<file path="config.mk">
export PLATFORM = sky130hd
export DESIGN_NAME = least_loaded_server_assign_top
export DESIGN_NICKNAME = d
export VERILOG_FILES = /design/src/llsa_pkg.sv /design/src/llsa_ram.sv /design/src/llsa_dp.sv /design/src/llsa_ctrl.sv /design/src/least_loaded_server_assign_top.sv
export SDC_FILE = /design/constraint.sdc
export NUM_CORES = 2
export LEC_CHECK = 0
export BUFFER_PORTS_ARGS = -buffer_cell sky130_fd_sc_hd__buf_2
export CORE_ASPECT_RATIO = 0.7
export CORE_MARGIN = 5
export CORE_UTILIZATION = 47
export CTS_CLUSTER_SIZE = 30
export DETAILED_ROUTE_END_ITERATION = 10
export GPL_ROUTABILITY_DRIVEN = 1
export PLACE_DENSITY = 0.63
export SYNTH_ARGS = -nofsm -noshare
export SYNTH_HDL_FRONTEND = slang
export SYNTH_SLANG_ARGS = --single-unit
</file>
<file path="constraint.sdc">
create_clock -name i_clk -period 15.7 [get_ports i_clk]
set_clock_uncertainty 0.2 [all_clocks]
set_input_delay 0.785 -clock i_clk [delete_from_list [all_inputs] [get_ports i_clk]]
set_output_delay 0.785 -clock i_clk [all_outputs]
set_load 0.03 [all_outputs]
</file>
<file path="src/llsa_pkg.sv">
// ----------------------------------------------------------------------------
// llsa_pkg
// Shared constants and controller/datapath interface types for the
// least loaded server assignment block.
// ----------------------------------------------------------------------------
`default_nettype none

package llsa_pkg;

    localparam int MAX_SERVERS_DEF = 64;
    localparam int LOAD_BITS_DEF   = 32;

    localparam int SVC_W  = 16;
    localparam int SRV_W  = 7;
    localparam int OUT_TDATA_W = 16;

    typedef struct packed {
        logic job_load;
        logic cnt_clr;
        logic cnt_inc;
        logic clr_wr;
        logic rd;
        logic upd;
    } t_dp_cmd;

    typedef struct packed {
        logic cnt_last_mem;
        logic cnt_last_scan;
        logic out_busy;
    } t_dp_sts;

endpackage

`default_nettype wire

</file>
<file path="src/llsa_ram.sv">
// ----------------------------------------------------------------------------
// llsa_ram
// Generic single-write, single-read RAM with registered read data.
// ----------------------------------------------------------------------------
`default_nettype none

module llsa_ram #(
    parameter int WIDTH = 32,
    parameter int DEPTH = 64
) (
    input  wire                             i_clk,
    input  wire                             i_we,
    input  wire [$clog2(DEPTH)-1:0]         i_waddr,
    input  wire [WIDTH-1:0]                 i_wdata,
    input  wire                             i_re,
    input  wire [$clog2(DEPTH)-1:0]         i_raddr,
    output logic [WIDTH-1:0]                o_rdata
);

    logic [WIDTH-1:0] r_mem [DEPTH];

    always_ff @(posedge i_clk) begin
        if (i_we) begin
            r_mem[i_waddr] <= i_wdata;
        end
        if (i_re) begin
            o_rdata <= r_mem[i_raddr];
        end
    end

endmodule

`default_nettype wire

</file>
<file path="src/llsa_dp.sv">
// ----------------------------------------------------------------------------
// llsa_dp
// Datapath: load memory, address counter, min/second-min scan, saturating
// update, server count register and output register.
// ----------------------------------------------------------------------------
`default_nettype none

module llsa_dp #(
    parameter int MAX_SERVERS = llsa_pkg::MAX_SERVERS_DEF,
    parameter int LOAD_BITS   = llsa_pkg::LOAD_BITS_DEF
) (
    input  wire                             i_clk,
    input  wire                             i_rst_n,
    input  wire llsa_pkg::t_dp_cmd          i_cmd,
    output llsa_pkg::t_dp_sts               o_sts,
    input  wire                             i_cfg_valid,
    input  wire [llsa_pkg::SRV_W-1:0]       i_cfg_data,
    input  wire [llsa_pkg::SVC_W-1:0]       i_svc,
    input  wire                             i_last,
    output logic                            o_out_valid,
    input  wire                             i_out_ready,
    output logic [llsa_pkg::SRV_W-1:0]      o_asg,
    output logic [llsa_pkg::SRV_W-1:0]      o_nxt,
    output logic                            o_out_last
);

    import llsa_pkg::*;

    localparam int AW = $clog2(MAX_SERVERS);
    localparam int CW = $clog2(MAX_SERVERS + 1);
    localparam int EW = (CW > SRV_W) ? CW : SRV_W;
    localparam int LW = LOAD_BITS;

    logic [SRV_W-1:0]  r_active;
    logic [AW-1:0]     r_addr;
    logic [AW-1:0]     r_last_idx;
    logic [SVC_W-1:0]  r_svc;
    logic              r_last;
    logic              r_rd_vld;
    logic [AW-1:0]     r_rd_idx;
    logic [LW-1:0]     r_best;
    logic [AW-1:0]     r_bi;
    logic [LW-1:0]     r_sec;
    logic [AW-1:0]     r_si;
    logic              r_sec_vld;
    logic              r_out_valid;
    logic [SRV_W-1:0]  r_out_asg;
    logic [SRV_W-1:0]  r_out_nxt;
    logic              r_out_last;

    logic [EW-1:0]     w_act;
    logic [EW-1:0]     w_cnt;
    logic [LW-1:0]     w_rdata;
    logic [LW:0]       w_sum;
    logic [LW-1:0]     w_upd;
    logic [AW-1:0]     w_nxt_idx;
    logic [AW:0]       w_asg_p1;
    logic [AW:0]       w_nxt_p1;
    logic [AW-1:0]     w_waddr;
    logic [LW-1:0]     w_wdata;

    // clamp the configured count to 1..MAX_SERVERS
    always_comb begin
        w_act = EW'(r_active);
        if (w_act == '0) begin
            w_cnt = EW'(1);
        end else if (w_act > EW'(MAX_SERVERS)) begin
            w_cnt = EW'(MAX_SERVERS);
        end else begin
            w_cnt = w_act;
        end
    end

    always_comb begin
        w_sum = {1'b0, r_best} + (LW + 1)'(r_svc);
        w_upd = w_sum[LW] ? '1 : w_sum[LW-1:0];
    end

    always_comb begin
        w_nxt_idx = r_bi;
        if (r_sec_vld) begin
            if (r_sec < w_upd) begin
                w_nxt_idx = r_si;
            end else if (r_sec == w_upd && r_si < r_bi) begin
                w_nxt_idx = r_si;
            end
        end
        w_asg_p1 = {1'b0, r_bi} + (AW + 1)'(1);
        w_nxt_p1 = {1'b0, w_nxt_idx} + (AW + 1)'(1);
    end

    assign w_waddr = i_cmd.clr_wr ? r_addr : r_bi;
    assign w_wdata = i_cmd.clr_wr ? '0 : w_upd;

    llsa_ram #(
        .WIDTH (LW),
        .DEPTH (MAX_SERVERS)
    ) u_ram (
        .i_clk   (i_clk),
        .i_we    (i_cmd.clr_wr | i_cmd.upd),
        .i_waddr (w_waddr),
        .i_wdata (w_wdata),
        .i_re    (i_cmd.rd),
        .i_raddr (r_addr),
        .o_rdata (w_rdata)
    );

    always_ff @(posedge i_clk) begin
        if (!i_rst_n) begin
            r_active    <= SRV_W'(1);
            r_addr      <= '0;
            r_rd_vld    <= 1'b0;
            r_out_valid <= 1'b0;
        end else begin
            if (i_cfg_valid) begin
                r_active <= i_cfg_data;
            end
            if (i_cmd.cnt_clr) begin
                r_addr <= '0;
            end else if (i_cmd.cnt_inc) begin
                r_addr <= r_addr + AW'(1);
            end
            r_rd_vld <= i_cmd.rd;
            if (i_cmd.upd) begin
                r_out_valid <= 1'b1;
            end else if (i_out_ready) begin
                r_out_valid <= 1'b0;
            end
        end
    end

    always_ff @(posedge i_clk) begin
        if (i_cmd.job_load) begin
            r_svc      <= i_svc;
            r_last     <= i_last;
            r_last_idx <= AW'(w_cnt - EW'(1));
        end
        r_rd_idx <= r_addr;
        if (r_rd_vld) begin
            if (r_rd_idx == '0) begin
                r_best    <= w_rdata;
                r_bi      <= '0;
                r_sec_vld <= 1'b0;
            end else if (w_rdata < r_best) begin
                r_sec     <= r_best;
                r_si      <= r_bi;
                r_sec_vld <= 1'b1;
                r_best    <= w_rdata;
                r_bi      <= r_rd_idx;
            end else if (!r_sec_vld || w_rdata < r_sec) begin
                r_sec     <= w_rdata;
                r_si      <= r_rd_idx;
                r_sec_vld <= 1'b1;
            end
        end
        if (i_cmd.upd) begin
            r_out_asg  <= SRV_W'(w_asg_p1);
            r_out_nxt  <= SRV_W'(w_nxt_p1);
            r_out_last <= r_last;
        end
    end

    assign o_sts.cnt_last_mem  = (r_addr == AW'(MAX_SERVERS - 1));
    assign o_sts.cnt_last_scan = (r_addr == r_last_idx);
    assign o_sts.out_busy      = r_out_valid & ~i_out_ready;

    assign o_out_valid = r_out_valid;
    assign o_asg       = r_out_asg;
    assign o_nxt       = r_out_nxt;
    assign o_out_last  = r_out_last;

endmodule

`default_nettype wire

</file>
<file path="src/llsa_ctrl.sv">
// ----------------------------------------------------------------------------
// llsa_ctrl
// Controller: sequences the clearing pass (after reset and for new-case jobs),
// the load scan and the update for each job.
// ----------------------------------------------------------------------------
`default_nettype none

module llsa_ctrl (
    input  wire                     i_clk,
    input  wire                     i_rst_n,
    input  wire                     i_in_valid,
    input  wire                     i_in_new,
    output logic                    o_in_ready,
    output llsa_pkg::t_dp_cmd       o_cmd,
    input  wire llsa_pkg::t_dp_sts  i_sts
);

    import llsa_pkg::*;

    localparam logic [2:0] S_CLEAR = 3'd0;
    localparam logic [2:0] S_IDLE  = 3'd1;
    localparam logic [2:0] S_SCAN  = 3'd2;
    localparam logic [2:0] S_DRAIN = 3'd3;
    localparam logic [2:0] S_UPD   = 3'd4;

    logic [2:0] r_state;
    logic [2:0] n_state;
    logic       r_job;
    logic       n_job;

    always_comb begin
        n_state    = r_state;
        n_job      = r_job;
        o_in_ready = 1'b0;
        o_cmd      = '0;
        case (r_state)
            S_CLEAR: begin
                o_cmd.clr_wr  = 1'b1;
                o_cmd.cnt_inc = 1'b1;
                if (i_sts.cnt_last_mem) begin
                    o_cmd.cnt_clr = 1'b1;
                    n_state = r_job ? S_SCAN : S_IDLE;
                end
            end
            S_IDLE: begin
                o_in_ready = 1'b1;
                if (i_in_valid) begin
                    o_cmd.job_load = 1'b1;
                    o_cmd.cnt_clr  = 1'b1;
                    n_job   = 1'b1;
                    n_state = i_in_new ? S_CLEAR : S_SCAN;
                end
            end
            S_SCAN: begin
                o_cmd.rd      = 1'b1;
                o_cmd.cnt_inc = 1'b1;
                if (i_sts.cnt_last_scan) begin
                    n_state = S_DRAIN;
                end
            end
            S_DRAIN: begin
                n_state = S_UPD;
            end
            S_UPD: begin
                if (!i_sts.out_busy) begin
                    o_cmd.upd = 1'b1;
                    n_job   = 1'b0;
                    n_state = S_IDLE;
                end
            end
            default: begin
                n_state = S_IDLE;
            end
        endcase
    end

    always_ff @(posedge i_clk) begin
        if (!i_rst_n) begin
            r_state <= S_CLEAR;
            r_job   <= 1'b0;
        end else begin
            r_state <= n_state;
            r_job   <= n_job;
        end
    end

endmodule

`default_nettype wire

</file>
<file path="src/least_loaded_server_assign_top.sv">
// ----------------------------------------------------------------------------
// least_loaded_server_assign_top
// Assigns each job to the least loaded server and reports the next pick.
// ----------------------------------------------------------------------------
// The loads sit in a single-port-read RAM; for each job the active servers
// are scanned one entry per cycle, then the chosen entry is written back. A
// job with the new-case flag first runs a clearing pass over all MAX_SERVERS
// entries of the load RAM; the same pass runs after reset, during which no
// job is accepted. A finished result waits in an output register while the
// next job is taken; the next write-back holds until that register is free.
`default_nettype none

module least_loaded_server_assign_top #(
    parameter int MAX_SERVERS = llsa_pkg::MAX_SERVERS_DEF,
    parameter int LOAD_BITS   = llsa_pkg::LOAD_BITS_DEF
) (
    input  wire                                 i_clk,
    input  wire                                 i_rst_n,
    input  wire                                 i_cfg_valid,
    output logic                                o_cfg_ready,
    input  wire [llsa_pkg::SRV_W-1:0]           i_cfg_data,      // active_servers
    input  wire                                 i_s_axis_tvalid,
    output logic                                o_s_axis_tready,
    input  wire [llsa_pkg::SVC_W-1:0]           i_s_axis_tdata,  // service_time
    input  wire                                 i_s_axis_tuser,  // new_case
    input  wire                                 i_s_axis_tlast,  // last_job
    output logic                                o_m_axis_tvalid,
    input  wire                                 i_m_axis_tready,
    output logic [llsa_pkg::OUT_TDATA_W-1:0]    o_m_axis_tdata,  // assigned_server,
                                                                 // next_server, pad
    output logic                                o_m_axis_tlast   // case_done
);

    import llsa_pkg::*;

    t_dp_cmd          w_cmd;
    t_dp_sts          w_sts;
    logic [SRV_W-1:0] w_asg;
    logic [SRV_W-1:0] w_nxt;

    assign o_cfg_ready = 1'b1;

    llsa_ctrl u_ctrl (
        .i_clk      (i_clk),
        .i_rst_n    (i_rst_n),
        .i_in_valid (i_s_axis_tvalid),
        .i_in_new   (i_s_axis_tuser),
        .o_in_ready (o_s_axis_tready),
        .o_cmd      (w_cmd),
        .i_sts      (w_sts)
    );

    llsa_dp #(
        .MAX_SERVERS (MAX_SERVERS),
        .LOAD_BITS   (LOAD_BITS)
    ) u_dp (
        .i_clk       (i_clk),
        .i_rst_n     (i_rst_n),
        .i_cmd       (w_cmd),
        .o_sts       (w_sts),
        .i_cfg_valid (i_cfg_valid),
        .i_cfg_data  (i_cfg_data),
        .i_svc       (i_s_axis_tdata),
        .i_last      (i_s_axis_tlast),
        .o_out_valid (o_m_axis_tvalid),
        .i_out_ready (i_m_axis_tready),
        .o_asg       (w_asg),
        .o_nxt       (w_nxt),
        .o_out_last  (o_m_axis_tlast)
    );

    assign o_m_axis_tdata = {(OUT_TDATA_W - 2 * SRV_W)'(0), w_nxt, w_asg};

endmodule

`default_nettype wire

</file>
==> out/results.ini <==
[setup_path]
cpPeakStageDelay_ps = 810
cp_slowest_cell = o311a_1
path_buf_inv = 1
cp_max_fo = 25
start_kind = flop
critPathCaptureType = flop
crit_family = compound AO/OA/AOI/OAI gates
cp_common_cell = ha_1
cp.required_ps = 16110
crit_type = reg2reg
cp.arrival_ps = 6920
crit_chain = ha_1 > fa_1 > a21oi_1 > nand4b_1 > a31o_2 > nor3_1 > o311a_1 > inv_1 > and2_1 > ha_1 > a21o_1 > nand3_1 > a211oi_1 > or4b_2 > a211o_1 > and2_1 > mux2_2 > ha_1 > nand2b_1 > a2111oi_0 > nor2_1 > o311ai_0

[logic_synthesis]
synth.distinct_cells = 68
synth.cell_area_um2 = 88000
yosysWarnings = 0
synth_area_per_cell_um2 = 22.5
synth-seq-cells = 2220
synth-seq-area-share_pct = 75.4
syn_inst = 3914
synth_edf_count = 2195
async_reset_ff_share_pct = 0
ys.flop_type = edfxtp_1

[die]
initial_core_util_pct = 47.4
die_area_um2 = 196000
rows = 132
die_h_um = 372
chipWidth_um = 527
core_area_um2 = 186000
io_pins = 50

[global_route]
overflow = 0
grt.met3_usage_pct = 7.15
grt_pass1_wl_um = 313000
busiest_layer = met1
grt_pass1_vias = 41700
antenna_found_initial = 23
grtUsageMet1_pct = 33.8
grtUsageTotal_pct = 22.7
grt_max_degree = 108
met2_usage_pct = 33.4

[sta]
period_needed_ps = 6510
setup_viol_count_final = 0
tns_ps = 0
hold_viol = 0
grt_setup_unrepaired = no
post-route-period-util_pct = 41.5
slew_viol_final = 0
hold_ws_ps = 63.5
worst_pin_slew_ps = 1210
max_freq_ghz = 0.154
relSlewSlack_pct = 19.1

[job]
maxCapViolCount = 0

[power]
internal_power_mw = 9.32
p_leak_nw = 31.8
cellPowerDensity_nw_per_um2 = 120
comb_power_share_pct = 5.7
swShare_pct = 21.1
vdd_drop_max_uv = 96.6
clkPwrFrac_pct = 39.5
p_sw_mw = 2.49
p_seq_share_pct = 54.9

[place]
hpwl_um = 121000
port_buffers = 46
place_congestion = 0.857
post_dp_cell_area_um2 = 92200
place_inst = 6378

[clocking]
clock_path_buffers = 4
clk_pin_slew_ps = 60
cts_setup_buffers = 0
htree_levels = 4
clock-root-buffer = clkbuf_16
cts_resized = 0
clock_latency_ps = 850
clkSinkCount = 2220
cts_tree = done
cts_buffers = 202

[layout]
drive_gt1_share_pct = 29.5
fin_cells = 6759
fin_nets = 4278
design_area_um2 = 98600
layout-area-overhead-vs-synth_pct = 12.0
final_core_util_pct = 53.1

[detailed_routing]
wl_per_cell_um = 33.0
firstDrtPassIters = 5
drc = 0
drt_wl_total_um = 223000
antenna_left = 0
via_count = 42000
viasPerCell = 6.22
drt_iter0_drc = 5859

[run_status]
outcome = finished clean

[min_path]
hp-class = in2reg

per-layer routing:
metal	wire [um]	share of wire (%)	vias to the layer above
met5	0	0	-
met4	4180	1.9	0
met3	26200	12	272
met2	99100	44	2055
met1	93300	42	22700
li1	-	-	17000
final timing paths:
| kind | startpoint | endpoint | slack (ps) | depth (start not counted) |
|---|---|---|---|---|
| worst max-delay path | u_dp.r_best[0]$_DFFE_PP_ | u_dp.o_nxt[2]$_DFFE_PP_ | 9190 | 22 |
| worst min-delay path | i_m_axis_tready | u_ctrl.r_state[2]$_SDFFE_PN0P_ | 60 | 4 |
| worst max register to register | u_dp.r_best[0]$_DFFE_PP_ | u_dp.o_nxt[2]$_DFFE_PP_ | 9190 | 22 |
| worst min register to register | u_dp.r_last$_DFFE_PP_ | u_dp.o_out_last$_DFFE_PP_ | 220 | 0 |
stage by stage:
stage,total power [mW],worst slack (ps)
3_3_place_gp,7.27,9180
2_1_floorplan,7.03,9690
6_report,11.8,9190
4_1_cts,11.9,9180
5_1_grt,12.2,8630
3_5_place_dp,7.28,9240
synthesized netlist by cell type, drive strengths merged (14+ instances only):
cell | instances | area share [%]
mux2 | 40 | 0.51
xor2 | 16 | 0.16
mux4 | 672 | 17
buf | 77 | 0.46
nand4 | 22 | 0.16
a21oi | 44 | 0.25
edfxtp | 2195 | 75
o21ai | 32 | 0.18
ha | 119 | 1.7
dfxtp | 25 | 0.57
clkbuf | 110 | 0.47
nor3 | 22 | 0.13
mux2i | 15 | 0.17
o21a | 14 | 0.12
xnor2 | 21 | 0.21
nand2 | 64 | 0.27
nor2 | 135 | 0.58
a21o | 21 | 0.18
inv | 82 | 0.35
nand3 | 39 | 0.22
placed cells by master (no fill, tap or decap), types with 37 or more instances in the layout:
master,n
ha_1,119
edfxtp_1,2195
clkinv_1,37
a21oi_1,43
nor2_4,84
buf_2,46
clkbuf_1,47
mux2_2,40
nor2_1,51
inv_1,82
nand3_1,39
mux4_2,672
buf_4,122
clkbuf_16,205
nand2_1,64
cell families after synthesis:
logic type / share of synthesized area [%]
flops: 75.4
other cells: 0.00853
fa+ha+maj: 1.71
xor+xnor: 0.368
mux: 17.9
buf+inv: 1.28
compound gates: 1.46
simple gates: 1.85
cell type report:
class | count | area [um^2]
Fill cell | 14100 | 87100
Antenna cell | 14 | 35.0
Timing Repair Buffer | 196 | 1460
Sequential cell | 2220 | 66400
Multi-Input combinational cell | 1426 | 21200
Clock buffer | 259 | 5400
Clock inverter | 83 | 639
Tap cell | 2479 | 3100
Inverter | 82 | 308
flip-flops by register name (all words and copies together) (netlist names), 3 cells and up:
signal and count:
u_ctrl.r_state 3, u_dp.r_svc 16, u_dp.r_sec 32, u_dp.r_active 7, u_dp.r_addr 6, u_dp.r_si 6
u_dp.r_last_idx 6, u_dp.o_asg 7, u_dp.r_bi 6, u_dp.u_ram.r_mem 2048, u_dp.r_rd_idx 6, u_dp.o_nxt 7
u_dp.u_ram.o_rdata 32, u_dp.r_best 32
power by group through the flow:
stage	clock network, mW	registers [mW]	logic (mW)
2_1_floorplan	0	6.59	0.442
3_3_place_gp	0	6.60	0.672
3_5_place_dp	0	6.60	0.673
4_1_cts	4.74	6.48	0.679
5_1_grt	5.00	6.47	0.706
6_report	4.66	6.48	0.672
timing repair:
action                                 in CTS  in global routing
setup endpoints to repair                   0                  0
hold buffers                               25                  0
endpoints found under the hold margin      24                  0
worst reg2reg max path, stage by stage (launching register included):
cell       delay (ps)
edfxtp_1          380
ha_1              220
fa_1              220
a21oi_1            90
nand4b_1          210
a31o_2            340
nor3_1            160
o311a_1           810
inv_1             320
and2_1            240
ha_1              170
a21o_1            180
nand3_1            90
a211oi_1           70
or4b_2            700
a211o_1           330
and2_1            250
mux2_2            310
ha_1              270
nand2b_1          190
a2111oi_0         400
nor2_1             70
o311ai_0          110
No activity file was read; power rests on OpenSTA's default activity.
